--- src/hw/rtl/tocs_pkg.sv ---
// Shared types and constants for the output-compare timer scheduler.
// No dependencies; every other file of the block imports this package.

package tocs_pkg;

    // Widths of the timer datapath.
    localparam int CounterBits  = 16;
    localparam int OverflowBits = 16;
    localparam int PrescaleBits = 3;
    localparam int DividerBits  = 7;
    localparam int CycleBits    = 16;
    localparam int ShotBits     = 16;
    localparam int ElapsedBits  = 32;
    localparam int CfgIndexBits = 2;
    localparam int CfgDataBits  = 16;

    // Timer counts at 8 MHz at the undivided rate, so one count is 1/8 us.
    localparam int UsShift = 3;

    // Register reset values.
    localparam logic [PrescaleBits-1:0] PrescaleReset     = '0;
    localparam logic [CycleBits-1:0]    PeriodCyclesReset = CycleBits'(1);
    localparam logic [ShotBits-1:0]     PeriodShotsReset  = '0;

    // Request action codes.
    typedef enum logic [1:0] {
        ACT_TICK           = 2'd0,
        ACT_ARM_ONESHOT    = 2'd1,
        ACT_START_PERIODIC = 2'd2,
        ACT_CLEAR          = 2'd3
    } action_t;

    // Configuration register indexes.
    typedef enum logic [CfgIndexBits-1:0] {
        REG_PRESCALE      = 2'd0,
        REG_PERIOD_CYCLES = 2'd1,
        REG_PERIOD_SHOTS  = 2'd2
    } cfg_reg_t;

    // Payload of one request.
    typedef struct packed {
        action_t              action;
        logic [CycleBits-1:0] oneshot_cycles;
        logic [ShotBits-1:0]  oneshot_shots;
    } request_t;

    // Payload of one result.
    typedef struct packed {
        logic                   periodic_fire;
        logic                   oneshot_fire;
        logic [ElapsedBits-1:0] elapsed_us;
    } result_t;

    // Timebase status handed from the counter to the compare channels.
    typedef struct packed {
        logic                    advance;
        logic [CounterBits-1:0]  count_cur;
        logic [CounterBits-1:0]  count_next;
        logic [OverflowBits-1:0] overflow_next;
    } timebase_t;

    // Compare channel firing flags.
    typedef struct packed {
        logic periodic;
        logic oneshot;
    } fire_t;

endpackage

--- src/hw/rtl/tocs_timebase.sv ---
// Prescaler, free-running counter and overflow counter of the timer.
// Depends on tocs_pkg; state moves only when a request is accepted.

module tocs_timebase import tocs_pkg::*;
(
    input  logic                    clk,
    input  logic                    rst_n,
    input  logic                    accept,
    input  action_t                 action,
    input  logic [PrescaleBits-1:0] prescale,
    output timebase_t               tb
);

    logic [DividerBits-1:0]  prescale_count_reg;
    logic [DividerBits-1:0]  prescale_count_next;
    logic [CounterBits-1:0]  timer_count_reg;
    logic [CounterBits-1:0]  timer_count_next;
    logic [OverflowBits-1:0] overflow_count_reg;
    logic [OverflowBits-1:0] overflow_count_next;
    logic [DividerBits-1:0]  limit;
    logic                    advance;

    // The counter steps once the divider has reached or passed its limit.
    assign limit   = DividerBits'((1 << prescale) - 1);
    assign advance = (action == ACT_TICK) && (prescale_count_reg >= limit);

    // Next state of the prescaler and counters.
    always_comb
    begin
        prescale_count_next = prescale_count_reg;
        timer_count_next    = timer_count_reg;
        overflow_count_next = overflow_count_reg;
        case (action)
            ACT_TICK:
            begin
                if (advance)
                begin
                    prescale_count_next = '0;
                    timer_count_next    = timer_count_reg + CounterBits'(1);
                    if (timer_count_next == '0)
                    begin
                        overflow_count_next = overflow_count_reg + OverflowBits'(1);
                    end
                end
                else
                begin
                    prescale_count_next = prescale_count_reg + DividerBits'(1);
                end
            end
            ACT_CLEAR:
            begin
                prescale_count_next = '0;
                timer_count_next    = '0;
            end
            default:
            begin
                prescale_count_next = prescale_count_reg;
            end
        endcase
    end

    // State registers.
    always_ff @(posedge clk or negedge rst_n)
    begin
        if (!rst_n)
        begin
            prescale_count_reg <= '0;
            timer_count_reg    <= '0;
            overflow_count_reg <= '0;
        end
        else if (accept)
        begin
            prescale_count_reg <= prescale_count_next;
            timer_count_reg    <= timer_count_next;
            overflow_count_reg <= overflow_count_next;
        end
    end

    assign tb.advance       = advance;
    assign tb.count_cur     = timer_count_reg;
    assign tb.count_next    = timer_count_next;
    assign tb.overflow_next = overflow_count_next;

    // A counter step always restarts the divider.
    a_step_restarts_divider: assert property (@(posedge clk) disable iff (!rst_n)
        accept && advance |=> prescale_count_reg == '0)
        else $error("prescaler not restarted after a counter step");

endmodule

--- config.mk ---
export PLATFORM = sky130hd
export DESIGN_NAME = tocs_timebase
export DESIGN_NICKNAME = d
export VERILOG_FILES = /design/src/hw/rtl/tocs_pkg.sv /design/src/hw/rtl/tocs_timebase.sv
export SDC_FILE = /design/constraint.sdc
export NUM_CORES = 1
export LEC_CHECK = 0
export ABC_AREA = 0
export BUFFER_PORTS_ARGS = -buffer_cell sky130_fd_sc_hd__buf_2
export CORE_ASPECT_RATIO = 0.7
export CORE_MARGIN = 2
export CORE_UTILIZATION = 55
export CTS_CLUSTER_DIAMETER = 120
export DETAILED_ROUTE_END_ITERATION = 10
export GPL_ROUTABILITY_DRIVEN = 0
export GPL_TIMING_DRIVEN = 0
export PLACE_DENSITY = 0.89
export SKIP_LAST_GASP = 1
export SLEW_MARGIN = 5
export SYNTH_ARGS = -nofsm -noshare
export SYNTH_HDL_FRONTEND = slang
export SYNTH_SLANG_ARGS = --single-unit
--- constraint.sdc ---
create_clock -name clk -period 4.05 [get_ports clk]
set_input_delay 0.405 -clock clk [delete_from_list [all_inputs] [get_ports clk]]
set_output_delay 0.405 -clock clk [all_outputs]
set_load 0.01 [all_outputs]
After elaboration in Yosys (flattened, before gate mapping)
Cells that the tools add are included.
{"block": "word_totals", "reg_bits": 39, "output_inout_bits": 49, "word_cells": 22}
{"block": "classes", "n_reduce_logical": 5, "shifts": 1, "muxes": 7, "n_lt_le_gt_ge": 1, "add_sub_neg": 4, "eq_ne": 1}
{"operator": "16-bit two-way mux", "count": 4}
{"operator": "16-bit by 1-bit adder with 16-bit output, second input constant", "count": 2}
{"operator": "16-bit case mux with 2 select lines", "count": 1}
{"operator": "16-bit logical NOT", "count": 1}
{"operator": "7-bit case mux with 2 select lines", "count": 1}
{"operator": "7-bit by 1-bit adder with 7-bit output, second input constant", "count": 1}
{"operator": "7-bit greater-or-equal comparator", "count": 1}
{"operator": "7-bit two-way mux", "count": 1}
{"operator": "1-bit by 3-bit left shift with 7-bit output, first input constant", "count": 1}
{"operator": "7-bit by 2-bit subtractor with 7-bit output, second input constant", "count": 1}
{"operator": "2-bit == test, second input constant", "count": 1}
{"operator": "2-bit logical NOT", "count": 1}
{"operator": "2-bit AND reduction", "count": 1}
{"operator": "2-bit nonzero test", "count": 1}
{"operator": "1-bit logical AND", "count": 1}

Logic depth before layout (Yosys ltp)
{"block": "logic_depth", "ltp_word": 6, "mapped_depth": 11}

Worst setup path after synthesis
No wires, ideal clock.
{"block": "synth_path", "kind": "input port to output port", "start": "input port prescale[1]", "end": "output port tb[13] (netlist name)", "path_buffers": 2, "arrival_time_ps": 2810, "path_slack_ps": 835, "t_required_ps": 3645, "stages": 11, "cell_sequence": "or3_1 > ha_1 > nor2b_1 > o21ai_0 > a41o_1 > nand4_1 > or4_1 > buf_4 > buf_6 > nor4_2 > xor2_1"}
{"element": "start, declared", "line_no": "tocs_timebase.sv:10", "text": "input logic [PrescaleBits-1:0] prescale,"}
{"element": "end, declared", "line_no": "tocs_timebase.sv:11", "text": "output timebase_t tb"}

==> run_results.csv <==
group,metric,value,unit
power_and_ir_drop,power,895,uW
route,wl_per_cell,16.0,um
clock_network,ctsHoldBuffers,0,
sta,worst_pin_slew,0.898,ns
power_and_ir_drop,peakVddDrop,170,uV
placement,place_inst,493,
power_and_ir_drop,leakagePower,0.00173,uW
hold_path,hold_path_class,"input port to async pin",
sta,rsz0062_at_grt,"no",
finish,instances_no_fill,501,
route,ant_nets,0,
synthesis,synth_xor_area_share,11.3,%
sta,hold_viol_final,0,
synthesis,ys.warnings.count,0,
sta,relSlewSlack,40.1,%
synthesis,synth_top_area_share,31.6,%
synthesis,synth.yosys.seq_area_share,31.6,%
route,drt_wl_total,8010,um
setup_path,max_stage_delay,0.55,ns
setup_path,worstSetupEndpoint,"tb[15]",
synthesis,synth-simple-area-share,30.5,%
synthesis,synthTopCellsByCount,"nand2_1, dfrtp_1, xor2_1",
sta,holdWs,0.226,ns
finish,final_cell_area,0.00357,mm2
sta,period_needed,3.91,ns
synthesis,synthAdderAreaFrac,5.27,%
clock_network,clk_path_buf_depth,2,
outcome,outcome,"finished, final reports clean",
synthesis,syn-num-nets,386,
floorplan,rows,22,
synthesis,synth_top_family_by_area,"simple AND/OR/NAND/NOR gates",
clock_network,clock_sinks,39,
synthesis,synth_compound_area_share,15.3,%
setup_path,path_depth,11,
synthesis,synthArstFlopShare,100,%
route,routed-via-count,3048,
route,drt_pre_antenna_iters,5,
sta,skew,0.00834,ns
placement,port_buffers,56,
placement,place_area,0.00346,mm2
setup_path,path_buf_inv,4,
synthesis,synth.area.top_cells,"dfrtp_1, xor2_1, nand2_1, ha_1, o21ai_0",
synthesis,synth_edf_count,0,
synthesis,ys_types,54,
finish,num_antenna_cells,0,
setup_path,crit-reg2reg-launch,"timer_count_reg[0]",
finish,area_growth,15.6,%
route,drcViolationCount,0,
power_and_ir_drop,p_per_area,251,mW/mm2
clock_network,cts_tree,"done",
placement,dpl.hpwl,5880,um
route,routed_via_density,6.08,
setup_path,setup.worst_path.class,"register to output pin",
route,drtIter0Drc,278,
clock_network,clock_latency,0.30,ns
finish,drive_gt1_share,21.4,%
synthesis,syn-cell-area,0.00309,mm2
synthesis,synth.largest_area_cell,"dfrtp_1",
setup_path,critPathArrivalTime,3.51,ns
clock_network,root_buffer,"clkbuf_8",
synthesis,synth_seq_cells,39,
floorplan,coreArea,0.00534,mm2
grt,grt_pass1_vias,2644,
finish,nets,449,
floorplan,io_pins,57,
setup_path,reg2reg_depth,10,
grt,grt_usage,26.5,%
grt,grt_pass1_wl,13000,um
synthesis,ys.flop_type,"dfrtp_1",
setup_path,worst_ep_required_time,3.64,ns
synthesis,yosysMostFrequentCell,"nand2_1",
clock_network,cts_buffers,5,
clock_network,postCtsSetupBuffers,0,
setup_path,path_max_fanout,11,
synthesis,post_synth_inst_count,365,
grt,grt_max_degree,40,
setup_path,startpoint_type,"register",
setup_path,crit_family,"simple AND/OR/NAND/NOR gates",
sta,drv_slew,0,
grt,antenna_found_initial,0,
clock_network,path_clk_slew,0.09,ns
setup_path,worstSetupStartpoint,"timer_count_reg[0]",
setup_path,endpoint_kind,"output pin",
floorplan,die-height,66.7,um
finish,fillers,446,
setup_path,cp_cell_sequence,"ha_1 -> and3_1 -> clkbuf_2 -> o311ai_0 -> nand3_1 -> or4_1 -> buf_4 -> buf_6 -> nor4_2 -> xor2_1 -> buf_2",
sta,period_share,96.6,%
grt,grt.overflow.total,0,
clock_network,ctsResizeCount,0,
floorplan,die_width,93.5,um
clock_network,htree_levels,2,
setup_path,reg2reg_to,"overflow_count_reg[11]",
setup_path,critPathSlowestCell,"o311ai_0",
floorplan,initial_utilization,57.8,%
floorplan,die-area,0.00624,mm2
synthesis,avgSynthCellArea,8.46,um2
sta,totalNegativeSetupSlack,0,ns
sta,fmax,256,MHz
setup_path,rrSetupSlack,0.85,ns
synthesis,synthMuxAreaShare,0.730,%
flow_run,drv_cap,0,
sta,setup_viol,0,
[placed cells by master (no fill, tap or decap), types with 13 or more instances in the layout]
cell type	synthesis	final
buf_2	2	58
nand2_1	45	45
dfrtp_1	39	39
xor2_1	32	32
o21ai_0	27	27
nand3_1	19	19
nor3_1	19	19
nor2_1	17	17
clkbuf_1	17	17
o31ai_1	16	16
ha_1	13	13
[stage by stage]
stage	setup slack, ns	util, %
floorplan	0.835	-
global placement	0.409	64.7
detailed placement	0.399	64.7
CTS	0.231	66.8
global route	0.0000686	66.8
finish	0.138	66.8
[how the worst min path moves through the flow]
| stage | from | to | slack, ns | cells after the start |
|---|---|---|---|---|
| 3_5_place_dp | overflow_count_reg[15] | overflow_count_reg[15] | 0.48 | 1 |
| 4_1_cts | rst_n | timer_count_reg[5] | 0.26 | 1 |
| 5_1_grt | rst_n | timer_count_reg[6] | 0.31 | 1 |
| 2_1_floorplan | rst_n | overflow_count_reg[0] | 0.11 | 0 |
| 3_3_place_gp | overflow_count_reg[15] | overflow_count_reg[15] | 0.47 | 1 |
| 6_report | rst_n | timer_count_reg[5] | 0.23 | 1 |
[power by group]
part | switching, uW | internal (uW) | leakage (uW)
logic | 86.0 | 43.7 | 0.00114
clock network | 155 | 184 | 0.0000581
registers | 21.8 | 404 | 0.000536
[logic make-up after synthesis]
kind of cell               Yosys count
and+or+nand+nor                    164
AOI/OAI and AO/OA                   72
xor gates and xnor gates            40
DFF                                 39
buffers and inverters               35
adders and majority gates           13
muxes                                2
[layout make-up]
cell class / instances / area (um2) / area share, %
Clock inverter: 3 / 43.8 / 1.23
Tap cell: 72 / 90.1 / 2.52
Sequential cell: 39 / 976 / 27.3
Buffer: 25 / 124 / 3.47
Inverter: 10 / 37.5 / 1.05
Timing Repair Buffer: 56 / 280 / 7.85
Multi-Input combinational cell: 291 / 1950 / 54.6
Clock buffer: 5 / 68.8 / 1.93
[layer usage]
| metal | up-vias | routed length (um) | global-route usage, % |
|---|---|---|---|
| met2 | 152 | 3440 | 38.2 |
| met1 | 1442 | 3810 | 40.9 |
| met3 | 10 | 657 | 4.19 |
| li1 | 1444 | - | - |
| met5 | - | 0 | 0 |
| met4 | 0 | 98 | 7.61 |
Note: power is estimated with default switching activity, not from simulation.
