**src/hw/rtl/tocs_pkg.sv**
```systemverilog
// Shared types and constants for the output-compare timer scheduler.
// No dependencies; every other file of the block imports this package.

package tocs_pkg;

    // Widths of the timer datapath.
    localparam int CounterBits  = 16;
    localparam int OverflowBits = 16;
    localparam int PrescaleBits = 3;
    localparam int DividerBits  = 7;
    localparam int CycleBits    = 16;
    localparam int ShotBits     = 16;
    localparam int ElapsedBits  = 32;
    localparam int CfgIndexBits = 2;
    localparam int CfgDataBits  = 16;

    // Timer counts at 8 MHz at the undivided rate, so one count is 1/8 us.
    localparam int UsShift = 3;

    // Register reset values.
    localparam logic [PrescaleBits-1:0] PrescaleReset     = '0;
    localparam logic [CycleBits-1:0]    PeriodCyclesReset = CycleBits'(1);
    localparam logic [ShotBits-1:0]     PeriodShotsReset  = '0;

    // Request action codes.
    typedef enum logic [1:0] {
        ACT_TICK           = 2'd0,
        ACT_ARM_ONESHOT    = 2'd1,
        ACT_START_PERIODIC = 2'd2,
        ACT_CLEAR          = 2'd3
    } action_t;

    // Configuration register indexes.
    typedef enum logic [CfgIndexBits-1:0] {
        REG_PRESCALE      = 2'd0,
        REG_PERIOD_CYCLES = 2'd1,
        REG_PERIOD_SHOTS  = 2'd2
    } cfg_reg_t;

    // Payload of one request.
    typedef struct packed {
        action_t              action;
        logic [CycleBits-1:0] oneshot_cycles;
        logic [ShotBits-1:0]  oneshot_shots;
    } request_t;

    // Payload of one result.
    typedef struct packed {
        logic                   periodic_fire;
        logic                   oneshot_fire;
        logic [ElapsedBits-1:0] elapsed_us;
    } result_t;

    // Timebase status handed from the counter to the compare channels.
    typedef struct packed {
        logic                    advance;
        logic [CounterBits-1:0]  count_cur;
        logic [CounterBits-1:0]  count_next;
        logic [OverflowBits-1:0] overflow_next;
    } timebase_t;

    // Compare channel firing flags.
    typedef struct packed {
        logic periodic;
        logic oneshot;
    } fire_t;

endpackage

```
**src/hw/rtl/tocs_channels.sv**
```systemverilog
// Periodic and one-shot compare channels of the timer.
// Depends on tocs_pkg; takes the timebase status from tocs_timebase.

module tocs_channels import tocs_pkg::*;
(
    input  logic                 clk,
    input  logic                 rst_n,
    input  logic                 accept,
    input  action_t              action,
    input  logic [CycleBits-1:0] oneshot_cycles,
    input  logic [ShotBits-1:0]  oneshot_shots,
    input  logic [CycleBits-1:0] period_cycles,
    input  logic [ShotBits-1:0]  period_shots,
    input  timebase_t            tb,
    output fire_t                fire
);

    logic [CounterBits-1:0] periodic_compare_reg;
    logic [CounterBits-1:0] periodic_compare_next;
    logic [ShotBits-1:0]    periodic_remaining_reg;
    logic [ShotBits-1:0]    periodic_remaining_next;
    logic                   periodic_active_reg;
    logic                   periodic_active_next;
    logic [CounterBits-1:0] oneshot_compare_reg;
    logic [CounterBits-1:0] oneshot_compare_next;
    logic [ShotBits-1:0]    oneshot_remaining_reg;
    logic [ShotBits-1:0]    oneshot_remaining_next;
    logic                   oneshot_armed_reg;
    logic                   oneshot_armed_next;
    logic                   periodic_match;
    logic                   oneshot_match;

    // Matches are tested against the counter value after it steps.
    assign periodic_match = tb.advance && periodic_active_reg
                            && (tb.count_next == periodic_compare_reg);
    assign oneshot_match  = tb.advance && oneshot_armed_reg
                            && (tb.count_next == oneshot_compare_reg);

    assign fire.periodic = periodic_match && (periodic_remaining_reg == '0);
    assign fire.oneshot  = oneshot_match && (oneshot_remaining_reg == '0);

    // Next state of both channels.
    always_comb
    begin
        periodic_compare_next   = periodic_compare_reg;
        periodic_remaining_next = periodic_remaining_reg;
        periodic_active_next    = periodic_active_reg;
        oneshot_compare_next    = oneshot_compare_reg;
        oneshot_remaining_next  = oneshot_remaining_reg;
        oneshot_armed_next      = oneshot_armed_reg;
        case (action)
            ACT_TICK:
            begin
                if (periodic_match)
                begin
                    if (fire.periodic)
                    begin
                        periodic_remaining_next = period_shots;
                        periodic_compare_next   = periodic_compare_reg
                                                  + CounterBits'(period_cycles);
                    end
                    else
                    begin
                        periodic_remaining_next = periodic_remaining_reg - ShotBits'(1);
                    end
                end
                if (oneshot_match)
                begin
                    if (fire.oneshot)
                    begin
                        oneshot_armed_next = 1'b0;
                    end
                    else
                    begin
                        oneshot_remaining_next = oneshot_remaining_reg - ShotBits'(1);
                    end
                end
            end
            ACT_ARM_ONESHOT:
            begin
                oneshot_compare_next   = tb.count_cur + CounterBits'(oneshot_cycles);
                oneshot_remaining_next = oneshot_shots;
                oneshot_armed_next     = 1'b1;
            end
            ACT_START_PERIODIC:
            begin
                periodic_compare_next   = tb.count_cur + CounterBits'(period_cycles);
                periodic_remaining_next = period_shots;
                periodic_active_next    = 1'b1;
            end
            default:
            begin
                oneshot_armed_next = oneshot_armed_reg;
            end
        endcase
    end

    // Channel state registers.
    always_ff @(posedge clk or negedge rst_n)
    begin
        if (!rst_n)
        begin
            periodic_compare_reg   <= '0;
            periodic_remaining_reg <= '0;
            periodic_active_reg    <= 1'b0;
            oneshot_compare_reg    <= '0;
            oneshot_remaining_reg  <= '0;
            oneshot_armed_reg      <= 1'b0;
        end
        else if (accept)
        begin
            periodic_compare_reg   <= periodic_compare_next;
            periodic_remaining_reg <= periodic_remaining_next;
            periodic_active_reg    <= periodic_active_next;
            oneshot_compare_reg    <= oneshot_compare_next;
            oneshot_remaining_reg  <= oneshot_remaining_next;
            oneshot_armed_reg      <= oneshot_armed_next;
        end
    end

    // A one-shot firing disarms its channel.
    a_oneshot_disarms: assert property (@(posedge clk) disable iff (!rst_n)
        accept && fire.oneshot |=> !oneshot_armed_reg)
        else $error("one-shot channel still armed after firing");

    // A periodic firing reloads the skip count from the register.
    a_periodic_reload: assert property (@(posedge clk) disable iff (!rst_n)
        accept && fire.periodic |=> periodic_remaining_reg == $past(period_shots))
        else $error("periodic skip count not reloaded after firing");

endmodule

```
**config.mk**
```make
export PLATFORM = sky130hd
export DESIGN_NAME = tocs_channels
export DESIGN_NICKNAME = d
export VERILOG_FILES = /design/src/hw/rtl/tocs_pkg.sv /design/src/hw/rtl/tocs_channels.sv
export SDC_FILE = /design/constraint.sdc
export NUM_CORES = 1
export LEC_CHECK = 0
export BUFFER_PORTS_ARGS = -buffer_cell sky130_fd_sc_hd__buf_2
export CORE_AREA = 2 2 105 107
export CTS_CLUSTER_DIAMETER = 30
export DETAILED_ROUTE_END_ITERATION = 8
export DIE_AREA = 0 0 107 109
export PLACE_DENSITY = 0.76
export SLEW_MARGIN = 20
export SYNTH_ARGS = -nofsm -noshare
export SYNTH_HDL_FRONTEND = slang
export SYNTH_SLANG_ARGS = --single-unit
```
**constraint.sdc**
```tcl
create_clock -name clk -period 4.1 [get_ports clk]
set_input_delay 0.41 -clock clk [delete_from_list [all_inputs] [get_ports clk]]
set_output_delay 0.41 -clock clk [all_outputs]
set_load 0.01 [all_outputs]
```
# Word-level counts from Yosys, hierarchy flattened
# Index checks and enable logic that the tools add are counted.
# W data, S select, Z words.
[totals]
wordCells = 49
inputBits = 118
reg_bits = 66
out_inout_bits = 2
[op_classes]
addsub = 5
eq_ne = 9
mux = 12
reduce_logical = 17
[ops]
columns = ["op", "n"]
rows = [
  ["$mux W16", 6],
  ["$pmux W16 S2", 3],
  ["$add A16 B16 Y16", 3],
  ["$eq A16 B16 Y1", 2],
  ["$logic_not A16 Y1", 2],
  ["$sub A16 B1 Y16 const B", 2],
  ["$reduce_and A4 Y1", 3],
  ["$ne A2 B2 Y1 const B", 5],
  ["$logic_and A1 B1 Y1", 6],
  ["$reduce_and A2 Y1", 2],
  ["$reduce_bool A2 Y1", 2],
  ["$reduce_and A3 Y1", 1],
  ["$eq A2 B1 Y1 const B", 1],
  ["$eq A2 B2 Y1 const B", 1],
  ["$logic_not A2 Y1", 1],
  ["$mux W1", 2],
  ["$pmux W1 S2", 1],
]

# Depth between registers and ports, before layout
# Gate-level depths: netlist (run 1).
[logic_depth]
depth_word = 6
ltp_mapped = 14
mapped_depth_nobuf = 12

# Least setup slack after synthesis (run 1)
# OpenSTA, ideal clock, no wires.
[synth_timing]
path_kind = "in2reg"
from = "input action[0]"
to = "register periodic_compare_reg[14]"
cell_stages = 14
setup_time_ns = 0.121
t_required_ns = 3.979
t_arrival_ns = 2.791
setup_slack_ns = 1.189
cell_sequence = "nand2b_1 > clkbuf_1 > buf_1 > nand2_1 > nand2_1 > ha_1 > fa_1 > a211oi_1 > o21ai_0 > a32oi_1 > o21ai_0 > a31oi_1 > xor2_1 > o21ai_1"
[synth_via]
elab_chain_cells = 3
[synth_lines]
columns = ["item", "line_no", "rtl"]
rows = [
  ["start: declaration", "tocs_channels.sv:9", "input action_t action,"],
  ["$eq A2 B2 Y1 or $logic_not A2 Y1 (tied branches)", "tocs_channels.sv:51", "case (action)"],
  ["$reduce_bool A2 Y1 (no line) or $ne A2 B2 Y1 (tied branches)", "-", ""],
  ["$reduce_and A4 Y1 (no line)", "-", ""],
  ["end signal: assignment", "tocs_channels.sv:112", "periodic_compare_reg <= periodic_compare_next;"],
  ["end: declaration", "tocs_channels.sv:18", "logic [CounterBits-1:0] periodic_compare_reg;"],
]
# Several ways; a longest one is shown, not always the timed one.
# A chain may end at the register's enable or synchronous reset.

# Final worst setup path (run 1)
[layout_timing]
from = "input action[0]"
to = "register periodic_compare_reg[15]"
# Same word-level chain as after synthesis.

==> flow_metrics.py, run 1 <==
metrics = {
    "outcome": {
        "status": "finished, final reports clean",
    },
    "clock_network": {
        "cts-buffers-inserted": 9,
        "holdBufCountCts": 0,
        "cts_tree": "done",
        "cts_max_level": 3,
        "clock-root-buffer": "clkbuf_8",
        "path_clk_slew_ns": 0.08,
        "postCtsSetupRepairBufs": 0,
        "cts_resized": 0,
        "clk_latency_ns": 0.35,
        "clockBufferDepth": 2,
        "numClockSinks": 66,
    },
    "synthesis": {
        "yosysUniqueCellTypes": 59,
        "synth-xor-area-share": 0.101,
        "synth_top_family_by_area": "simple AND/OR/NAND/NOR gates",
        "synthesis.instances": 641,
        "synthAdderAreaFrac": 0.0917,
        "yosysWarnings": 0,
        "synth_edf_count": 0,
        "synth-simple-area-share": 0.219,
        "synth_nets": 796,
        "syn_avg_cell_area_sq_um": 8.13,
        "ys_ff_latch": 66,
        "async_flop_share": 1.00,
        "synth_seq_area_share": 0.317,
        "synth_compound_area_frac": 0.216,
        "ys.flop_type": "dfrtp_1",
        "synth_area_sq_mm": 0.00521,
        "synthMuxAreaShare": 0.0259,
    },
    "run": {
        "maxCapViolCount": 0,
    },
    "floorplanning": {
        "die-area_sq_mm": 0.0117,
        "die_h_um": 109,
        "pin_count": 120,
        "start_util": 0.492,
        "die_w_um": 107,
        "core-area_sq_mm": 0.0106,
        "rows": 38,
    },
    "timing": {
        "timing.final.crit_period_ns": 2.92,
        "setup_slack_ns": 1.18,
        "skew_ns": 0.00902,
        "slew_headroom": 0.356,
        "slew_viol_final": 0,
        "clock.fmax_ghz": 0.342,
        "min_period_over_period": 0.712,
        "setup_viol_count_final": 0,
        "totalNegativeSetupSlack_ns": 0,
        "worstMarginPinSlew_ns": 0.966,
        "rsz0062_at_grt": "false",
        "hold_viol_final": 0,
    },
    "critical_path": {
        "rr_startpoint": "oneshot_remaining_reg[9]$_DFFE_PN0P_",
        "cp_max_fo": 16,
        "startpoint": "action[0]",
        "start_kind": "input pin",
        "path_class": "input pin to flop",
        "ff2ff_setup_slack_ns": 1.27,
        "cp-end-kind": "flop",
        "cp.arrival_ns": 3.15,
        "worst_r2r_endpoint": "oneshot_remaining_reg[0]$_DFFE_PN0P_",
        "worstPathRequired_ns": 4.33,
        "reg2reg_depth": 7,
    },
    "hold_path": {
        "hold_path_class": "input pin to async pin",
    },
    "route": {
        "vias": 4987,
        "first_pass_iters": 5,
        "wire_per_inst_um": 15.6,
        "drc_errors": 0,
        "vias_per_cell": 5.66,
        "drt_iter0_markers": 305,
        "routed_wl_um": 13800,
        "drtAntennaViolNets": 0,
    },
    "power_and_ir_drop": {
        "power_uw": 2900,
        "ir_worst_vdd_v": 0.000247,
        "leakage_uw": 0.00275,
        "p_per_area_mw_per_mm2": 477,
    },
    "finish": {
        "drive_above_1_share": 0.192,
        "utilization": 0.574,
        "syn_to_final_growth_pct": 16.8,
        "fill_cells": 965,
        "nets": 891,
        "instances_no_fill": 881,
        "diodes": 0,
    },
    "placed_design": {
        "place_congestion": 0.875,
        "port_buffers": 103,
        "place_inst": 865,
        "dpl.hpwl_um": 10800,
        "dp_worst_setup_slack_ns": 0.878,
    },
    "global_routing": {
        "grt_max_degree": 42,
        "grt_pass1_wl_um": 22500,
        "gr-total-overflow": 0,
        "first_global_vias": 4879,
        "grt.total_usage": 0.244,
        "antenna_found_initial": 0,
    },
}
-- logic make-up (layout without fill, tap and decap cells) --
logic type               count (synthesis)  after routing
flip-flops                              66             66
AO/OA/AOI/OAI                          188            188
multiplexers                            13             13
buffers and inverters                   35            135
AND/OR/NAND/NOR                        242            242
adder cells (fa/ha/maj)                 37             37
XOR/XNOR                                60             60
-- synth_stat cells (4+ instances only) --
library cell,number,area (sq um)
xnor2_1,41,359
mux2_2,4,45.0
o211ai_1,4,30.0
o21ai_0,83,415
inv_1,10,37.5
dfrtp_1,66,1650
nor3_1,24,120
a211oi_1,7,52.6
o21bai_1,4,30.0
nor2b_1,11,68.8
nor4_1,5,31.3
nand2_1,105,394
nor2_1,47,176
a21oi_1,43,215
mux2i_1,9,90.1
nand3_1,16,80.1
clkbuf_1,16,60.1
buf_2,4,20.0
a21o_1,10,75.1
a31oi_1,6,37.5
nand2b_1,4,25.0
xor2_1,19,166
o21a_1,4,30.0
nand4_1,10,62.6
ha_1,35,438
-- per-layer routing --
| metal | global-route usage | vias up | wire [um] |
|---|---|---|---|
| met2 | 0.440 | 156 | 6910 |
| met4 | 0.0853 | 0 | 246 |
| met1 | 0.297 | 2326 | 5870 |
| met5 | 0 | - | 0 |
| met3 | 0.0383 | 22 | 749 |
| li1 | - | 2483 | - |
-- cells in the final DEF (no fill, tap or decap), drive strengths merged, types with 3 or more instances in the layout --
master	netlist	routed
dfrtp	66	66
o31a	3	3
a211oi	8	8
o21ai	86	86
clkbuf	17	11
mux2	4	4
o21bai	4	4
xor2	19	19
bufinv	0	3
a22oi	3	3
a21o	10	10
nand4	11	11
buf	8	109
xnor2	41	41
nand3	16	16
inv	10	10
a31oi	7	7
a32oi	3	3
nor3	25	25
nand2	105	105
o21a	4	4
or4	4	4
nor2b	11	11
mux2i	9	9
and2	3	3
nor4	7	7
nor2	48	48
nand2b	5	5
a21oi	43	43
o211ai	4	4
ha	35	35
-- power by group --
group	switching (uW)	internal (uW)	leakage [uW]
clock network	261	435	0.000129
logic	638	516	0.00182
registers	205	851	0.000796
-- worst max path at each step --
stage                                                 to  slack, ns  depth (start not counted)
global route        periodic_compare_reg[15]$_DFFE_PN0P_       0.98                         13
CTS                 periodic_compare_reg[15]$_DFFE_PN0P_       1.24                         13
finish              periodic_compare_reg[15]$_DFFE_PN0P_       1.18                         13
floorplan           periodic_compare_reg[14]$_DFFE_PN0P_       1.19                         14
detailed placement  periodic_compare_reg[15]$_DFFE_PN0P_       0.88                         13
global placement    periodic_compare_reg[14]$_DFFE_PN0P_       0.99                         14
-- worst max-delay path, cell delays in order --
cell       delay [ns]
buf_2            0.12
nand2b_1         0.25
buf_4            0.25
nand2_1          0.08
nand2_1          0.07
ha_1             0.37
nand3_1          0.10
o2111ai_1        0.35
a31oi_1          0.18
o21ai_0          0.35
xor2_1           0.30
a2bb2oi_1        0.21
o211ai_1         0.10
-- layout make-up --
| class | instances | area, sq um | share of cell area |
|---|---|---|---|
| tap | 140 | 175 | 0.0288 |
| clock inverter | 5 | 100 | 0.0164 |
| multi-input combinational | 540 | 3410 | 0.560 |
| inverter | 10 | 37.5 | 0.00617 |
| sequential | 66 | 1650 | 0.271 |
| timing repair buffer | 109 | 561 | 0.0921 |
| clock buffer | 11 | 151 | 0.0249 |
-- stage by stage --
| stage | area, sq um | hold slack, ns |
|---|---|---|
| floorplan | 5210 | 0.114 |
| global placement | 5840 | 0.452 |
| detailed placement | 5840 | 0.452 |
| CTS | 6090 | 0.238 |
| global route | 6090 | 0.272 |
| finish | 6090 | 0.208 |
No activity file was read; power rests on OpenSTA's default activity.
==> run 2: changes to the inputs <==
- CORE_AREA: 2 2 105 107 -> 2 2 106 108
- DIE_AREA: 0 0 107 109 -> 0 0 108 110
- PLACE_DENSITY: 0.76 -> 0.78
- clock period: 4.1 -> 2.37 ns (I/O delays scaled with it)
==> run 2 against run 1 <==
  * The flow now finishes with violations (setup timing)
  * Routed wire length increased by 13%
  * Final cell count increased by 9.1%
  * Worst setup slack got worse by 1.4 ns
  * Count of clock-buffer cells in the layout decreased by 2
  * Clock skew increased by 0.0016 ns
  * First-iteration DRC count increased by 20%
  * Non-clock buffer count increased by 80
  * Global-route usage increased by 1.6 points
  * Utilization increased by 8.1 points
  * Total power increased by 97%
==> flow_metrics.py, run 2 (synthesis results as in run 1) <==
metrics = {
    "outcome": {
        "status": "finished with violations",
        "violations": "setup timing",
    },
    "floorplanning": {
        "die_w_um": 108,
        "die-area_sq_mm": 0.0119,
        "start_util": 0.487,
        "pin_count": 120,
        "die_h_um": 110,
        "rows": 38,
        "core-area_sq_mm": 0.0107,
    },
    "power_and_ir_drop": {
        "comb_power_share": 0.473,
        "clkPwrFrac": 0.209,
        "switching_share": 0.385,
        "p_per_area_mw_per_mm2": 815,
        "ir_worst_vdd_v": 0.000505,
        "power_frac_seq": 0.318,
        "leakage_uw": 0.00323,
        "p_int_uw": 3510,
        "p_sw_uw": 2200,
    },
    "critical_path": {
        "worstPathCellList": "or4_4, or4_4, nor2_4, nand4_4, a31oi_4, buf_4, buf_12, a21oi_1, o22a_1",
        "path_class": "flop to flop",
        "cpMostUsedCell": "or4_4",
        "start_kind": "flop",
        "cp.arrival_ns": 2.81,
        "worstPathRequired_ns": 2.61,
        "cp-end-kind": "flop",
        "path_buf_inv": 2,
        "cp_top_family": "simple AND/OR/NAND/NOR gates",
        "max_stage_delay_ns": 0.54,
        "cp_max_fo": 5,
        "cpMaxStageDelayCell": "or4_4",
    },
    "global_routing": {
        "first_global_vias": 5219,
        "grt_max_degree": 67,
        "gr-total-overflow": 0,
        "antenna_found_initial": 0,
        "grt_pass1_wl_um": 24300,
        "grt.total_usage": 0.260,
    },
    "timing": {
        "timing.final.crit_period_ns": 2.57,
        "setup_viol_count_final": 15,
        "rsz0062_at_grt": "true",
        "hold_viol_final": 0,
        "min_period_over_period": 1.09,
        "fin_hold_ws_ns": 0.0648,
        "setup_slack_ns": -0.205,
        "worstMarginPinSlew_ns": 0.847,
        "clock.fmax_ghz": 0.388,
        "slew_viol_final": 0,
        "slew_headroom": 0.435,
        "skew_ns": 0.0106,
    },
    "clock_network": {
        "cts_tree": "done",
        "cts_max_level": 3,
        "clockBufferDepth": 2,
        "holdBufCountCts": 0,
        "cts-buffers-inserted": 9,
        "clock-root-buffer": "clkbuf_8",
        "clk_latency_ns": 0.35,
        "numClockSinks": 66,
        "path_clk_slew_ns": 0.08,
    },
    "finish": {
        "nets": 971,
        "stdcell_area_sq_mm": 0.00701,
        "layout_common_cells": "nand2_1, buf_2, buf_4",
        "final_common_cell": "nand2_1",
        "diodes": 0,
        "syn_to_final_growth_pct": 34.4,
        "drive_above_1_share": 0.307,
    },
    "hold_path": {
        "hold_path_class": "input pin to async pin",
    },
    "route": {
        "routed_wl_um": 15500,
        "first_pass_iters": 5,
        "drtAntennaViolNets": 0,
        "vias": 5464,
        "wire_per_inst_um": 16.2,
        "vias_per_cell": 5.69,
        "drt_iter0_markers": 366,
        "drc_errors": 0,
    },
    "placed_design": {
        "place_area_sq_mm": 0.00639,
        "port_buffers": 103,
        "dp_worst_setup_slack_ns": -0.481,
        "place_congestion": 0.869,
        "dpl.hpwl_um": 11400,
    },
    "run": {
        "maxCapViolCount": 0,
    },
}
[run 2: final timing paths]
| check | start | to | slack [ns] | cells past startpoint |
|---|---|---|---|---|
| worst min register to register | periodic_active_reg$_DFFE_PN0P_ | periodic_active_reg$_DFFE_PN0P_ | 0.49 | 1 |
| worst min-delay path | rst_n | oneshot_remaining_reg[6]$_DFFE_PN0P_ | 0.06 | 2 |
| max in group asynchronous | rst_n | periodic_compare_reg[6]$_DFFE_PN0P_ | 1.74 | 2 |
| worst max-delay path | oneshot_remaining_reg[9]$_DFFE_PN0P_ | oneshot_remaining_reg[7]$_DFFE_PN0P_ | -0.20 | 9 |
| worst max register to register | oneshot_remaining_reg[9]$_DFFE_PN0P_ | oneshot_remaining_reg[7]$_DFFE_PN0P_ | -0.20 | 9 |
| min in group clk | accept | periodic_active_reg$_DFFE_PN0P_ | 0.15 | 2 |
[run 2: power by group through the flow]
stage | clock, uW | sequential [uW] | combinational, uW
2_1_floorplan | 0 | 1740 | 1540
3_3_place_gp | 0 | 1790 | 2290
3_5_place_dp | 0 | 1810 | 2380
4_1_cts | 1200 | 1790 | 2490
5_1_grt | 1250 | 1850 | 3000
6_report | 1200 | 1810 | 2700
[run 2: what timing repair did]
action | CTS | global route
setup endpoints to repair | 15 | 36
gates cloned | 3 | 1
setup buffers | 6 | 10
pin swaps | 13 | 18
resized for setup | 15 | 52
[run 2: final cells by class]
type	count	area, sq um
Tap cell	140	175
Clock inverter	7	124
Sequential cell	66	1650
Timing Repair Buffer	189	1270
Inverter	10	37.5
Multi-Input combinational cell	540	3630
Fill cell	882	3690
Clock buffer	9	124
[run 2: worst register-to-register path, stage by stage (launching register included)]
cell and delay (ns):
dfrtp_1 0.40, or4_4 0.54, or4_4 0.46, nor2_4 0.14, nand4_4 0.12, a31oi_4 0.29, buf_4 0.17, buf_12 0.10
a21oi_1 0.05, o22a_1 0.18
[run 2: metal layers]
layer  share of wire  global-route usage  vias up
met5               0                   0        -
met4           0.023              0.0788        0
met3           0.060              0.0329       32
met2            0.51               0.474      224
met1            0.41               0.321     2569
li1                -                   -     2639
[run 2: per-stage QoR]
| step | TNS (ns) | util | power [uW] | cells |
|---|---|---|---|---|
| floorplan | -0.139 | - | 3280 | 641 |
| global placement | -3.00 | 0.597 | 4080 | 929 |
| detailed placement | -3.86 | 0.597 | 4200 | 929 |
| CTS | -1.92 | 0.638 | 5480 | 954 |
| global route | -3.56 | 0.655 | 6100 | 961 |
| finish | -2.08 | 0.655 | 5710 | 961 |
==> run 3: changes to the inputs <==
- MAX_ROUTING_LAYER: not set -> met4
==> run 3 against run 2 <==
  * Clock skew rose by 0.00083 ns
  * The flow still finishes with violations (setup timing)
  * Clock power barely moved
  * Critical endpoint unchanged
  * Die area did not move
  * Largest cell class unchanged
  * Sequential power barely moved
  * Cell area did not move
  * Maximum frequency barely moved
==> flow_metrics.py, run 3 (synthesis results as in run 1) <==
metrics = {
    "route": {
        "routed_wl_um": 15500,
        "drc_errors": 0,
        "first_pass_iters": 7,
        "vias_per_cell": 5.70,
        "drtAntennaViolNets": 0,
        "drt_iter0_markers": 360,
        "vias": 5479,
        "wire_per_inst_um": 16.2,
    },
    "global_routing": {
        "grt_max_degree": 67,
        "grt.total_usage": 0.268,
        "first_global_vias": 5198,
        "gr-total-overflow": 0,
        "grt_pass1_wl_um": 24300,
        "antenna_found_initial": 0,
    },
    "timing": {
        "skew_ns": 0.0114,
        "rsz0062_at_grt": "true",
        "timing.final.crit_period_ns": 2.57,
        "hold_viol_final": 0,
        "setup_slack_ns": -0.203,
        "min_period_over_period": 1.09,
        "setup_viol_count_final": 15,
        "worstMarginPinSlew_ns": 0.864,
        "slew_headroom": 0.424,
        "slew_viol_final": 0,
        "clock.fmax_ghz": 0.389,
    },
    "floorplanning": {
        "rows": 38,
        "start_util": 0.487,
        "die-area_sq_mm": 0.0119,
        "core-area_sq_mm": 0.0107,
        "pin_count": 120,
        "die_h_um": 110,
        "die_w_um": 108,
    },
    "clock_network": {
        "clockBufferDepth": 2,
        "cts_max_level": 3,
        "numClockSinks": 66,
        "clock-root-buffer": "clkbuf_8",
        "holdBufCountCts": 0,
        "cts_tree": "done",
        "cts-buffers-inserted": 9,
        "clk_latency_ns": 0.35,
        "path_clk_slew_ns": 0.08,
    },
    "outcome": {
        "status": "finished with violations",
        "violations": "setup timing",
    },
    "finish": {
        "final_common_cell": "nand2_1",
        "syn_to_final_growth_pct": 34.4,
        "instances_no_fill": 961,
        "utilization": 0.655,
        "drive_above_1_share": 0.307,
        "diodes": 0,
        "seqCellArea_sq_mm": 0.00165,
        "fill_cells": 882,
        "layout_common_cells": "nand2_1, buf_2, buf_4",
        "nets": 971,
        "multi_input_area_sq_mm": 0.00363,
    },
    "power_and_ir_drop": {
        "leakage_uw": 0.00323,
        "power_uw": 5720,
        "p_per_area_mw_per_mm2": 816,
        "ir_worst_vdd_v": 0.000505,
    },
    "hold_path": {
        "hold_path_class": "input pin to async pin",
    },
    "placed_design": {
        "place_congestion": 0.883,
        "dpl.hpwl_um": 11400,
        "port_buffers": 103,
        "place_inst": 929,
    },
    "critical_path": {
        "worstPathRequired_ns": 2.61,
        "start_kind": "flop",
        "path_class": "flop to flop",
        "cp_max_fo": 5,
        "cp.arrival_ns": 2.81,
        "cp-end-kind": "flop",
    },
    "run": {
        "maxCapViolCount": 0,
    },
}
[run 3: cell counts in the layout (fill, tap and decap cells not counted)]
Identical to the previous run, type by type.
[run 3: metal layers]
| metal | global-route usage | part of all wire | vias to the layer above |
|---|---|---|---|
| li1 | - | - | 2643 |
| met1 | 0.324 | 0.41 | 2579 |
| met2 | 0.472 | 0.51 | 223 |
| met3 | 0.0329 | 0.058 | 34 |
| met4 | 0.0788 | 0.024 | 0 |
| met5 | - | 0 | - |
[run 3: critical path: stages, from the launching register on]
cell and delay [ns]:
dfrtp_1 0.40, or4_4 0.54, or4_4 0.46, nor2_4 0.14
nand4_4 0.12, a31oi_4 0.29, buf_4 0.17, buf_12 0.10
a21oi_1 0.05, o22a_1 0.18
[run 3: path summary, 6_finish.rpt]
| kind | from | to | slack, ns | depth (start not counted) |
|---|---|---|---|---|
| min in group clk | accept | periodic_active_reg$_DFFE_PN0P_ | 0.16 | 2 |
| min | rst_n | oneshot_remaining_reg[6]$_DFFE_PN0P_ | 0.07 | 2 |
| max in group asynchronous | rst_n | periodic_compare_reg[6]$_DFFE_PN0P_ | 1.72 | 2 |
| max reg2reg | oneshot_remaining_reg[9]$_DFFE_PN0P_ | oneshot_remaining_reg[7]$_DFFE_PN0P_ | -0.20 | 9 |
| max | oneshot_remaining_reg[9]$_DFFE_PN0P_ | oneshot_remaining_reg[7]$_DFFE_PN0P_ | -0.20 | 9 |
| min reg2reg | periodic_active_reg$_DFFE_PN0P_ | periodic_active_reg$_DFFE_PN0P_ | 0.49 | 1 |
[run 3: final cells by class]
type                    count  area share
inverters                  10     0.00536
well taps                 140      0.0250
multi-input cells         540       0.518
clock buffers               9      0.0177
repair buffers            189       0.181
flip-flops and latches     66       0.236
clock inverters             7      0.0177
[run 3: report_power, final]
part	internal [uW]	switching, uW	total, uW
registers	1470	346	1820
logic	1330	1370	2700
clock network	708	488	1200
[run 3: what timing repair did]
action,4_1_cts,5_1_grt
setup buffers,6,10
endpoints found under the setup margin,15,36
gates resized for setup,15,52
pin swaps,13,18
gates cloned,3,1
[run 3: metrics by stage]
step	worst slack, ns	hold WS [ns]	cell area, sq um	TNS [ns]
2_1_floorplan	-0.0806	-0.0586	5270	-0.139
3_3_place_gp	-0.382	0.455	6390	-3.00
3_5_place_dp	-0.481	0.464	6390	-3.86
4_1_cts	-0.179	0.102	6820	-1.92
5_1_grt	-0.272	0.139	7010	-3.56
6_report	-0.203	0.0682	7010	-2.06
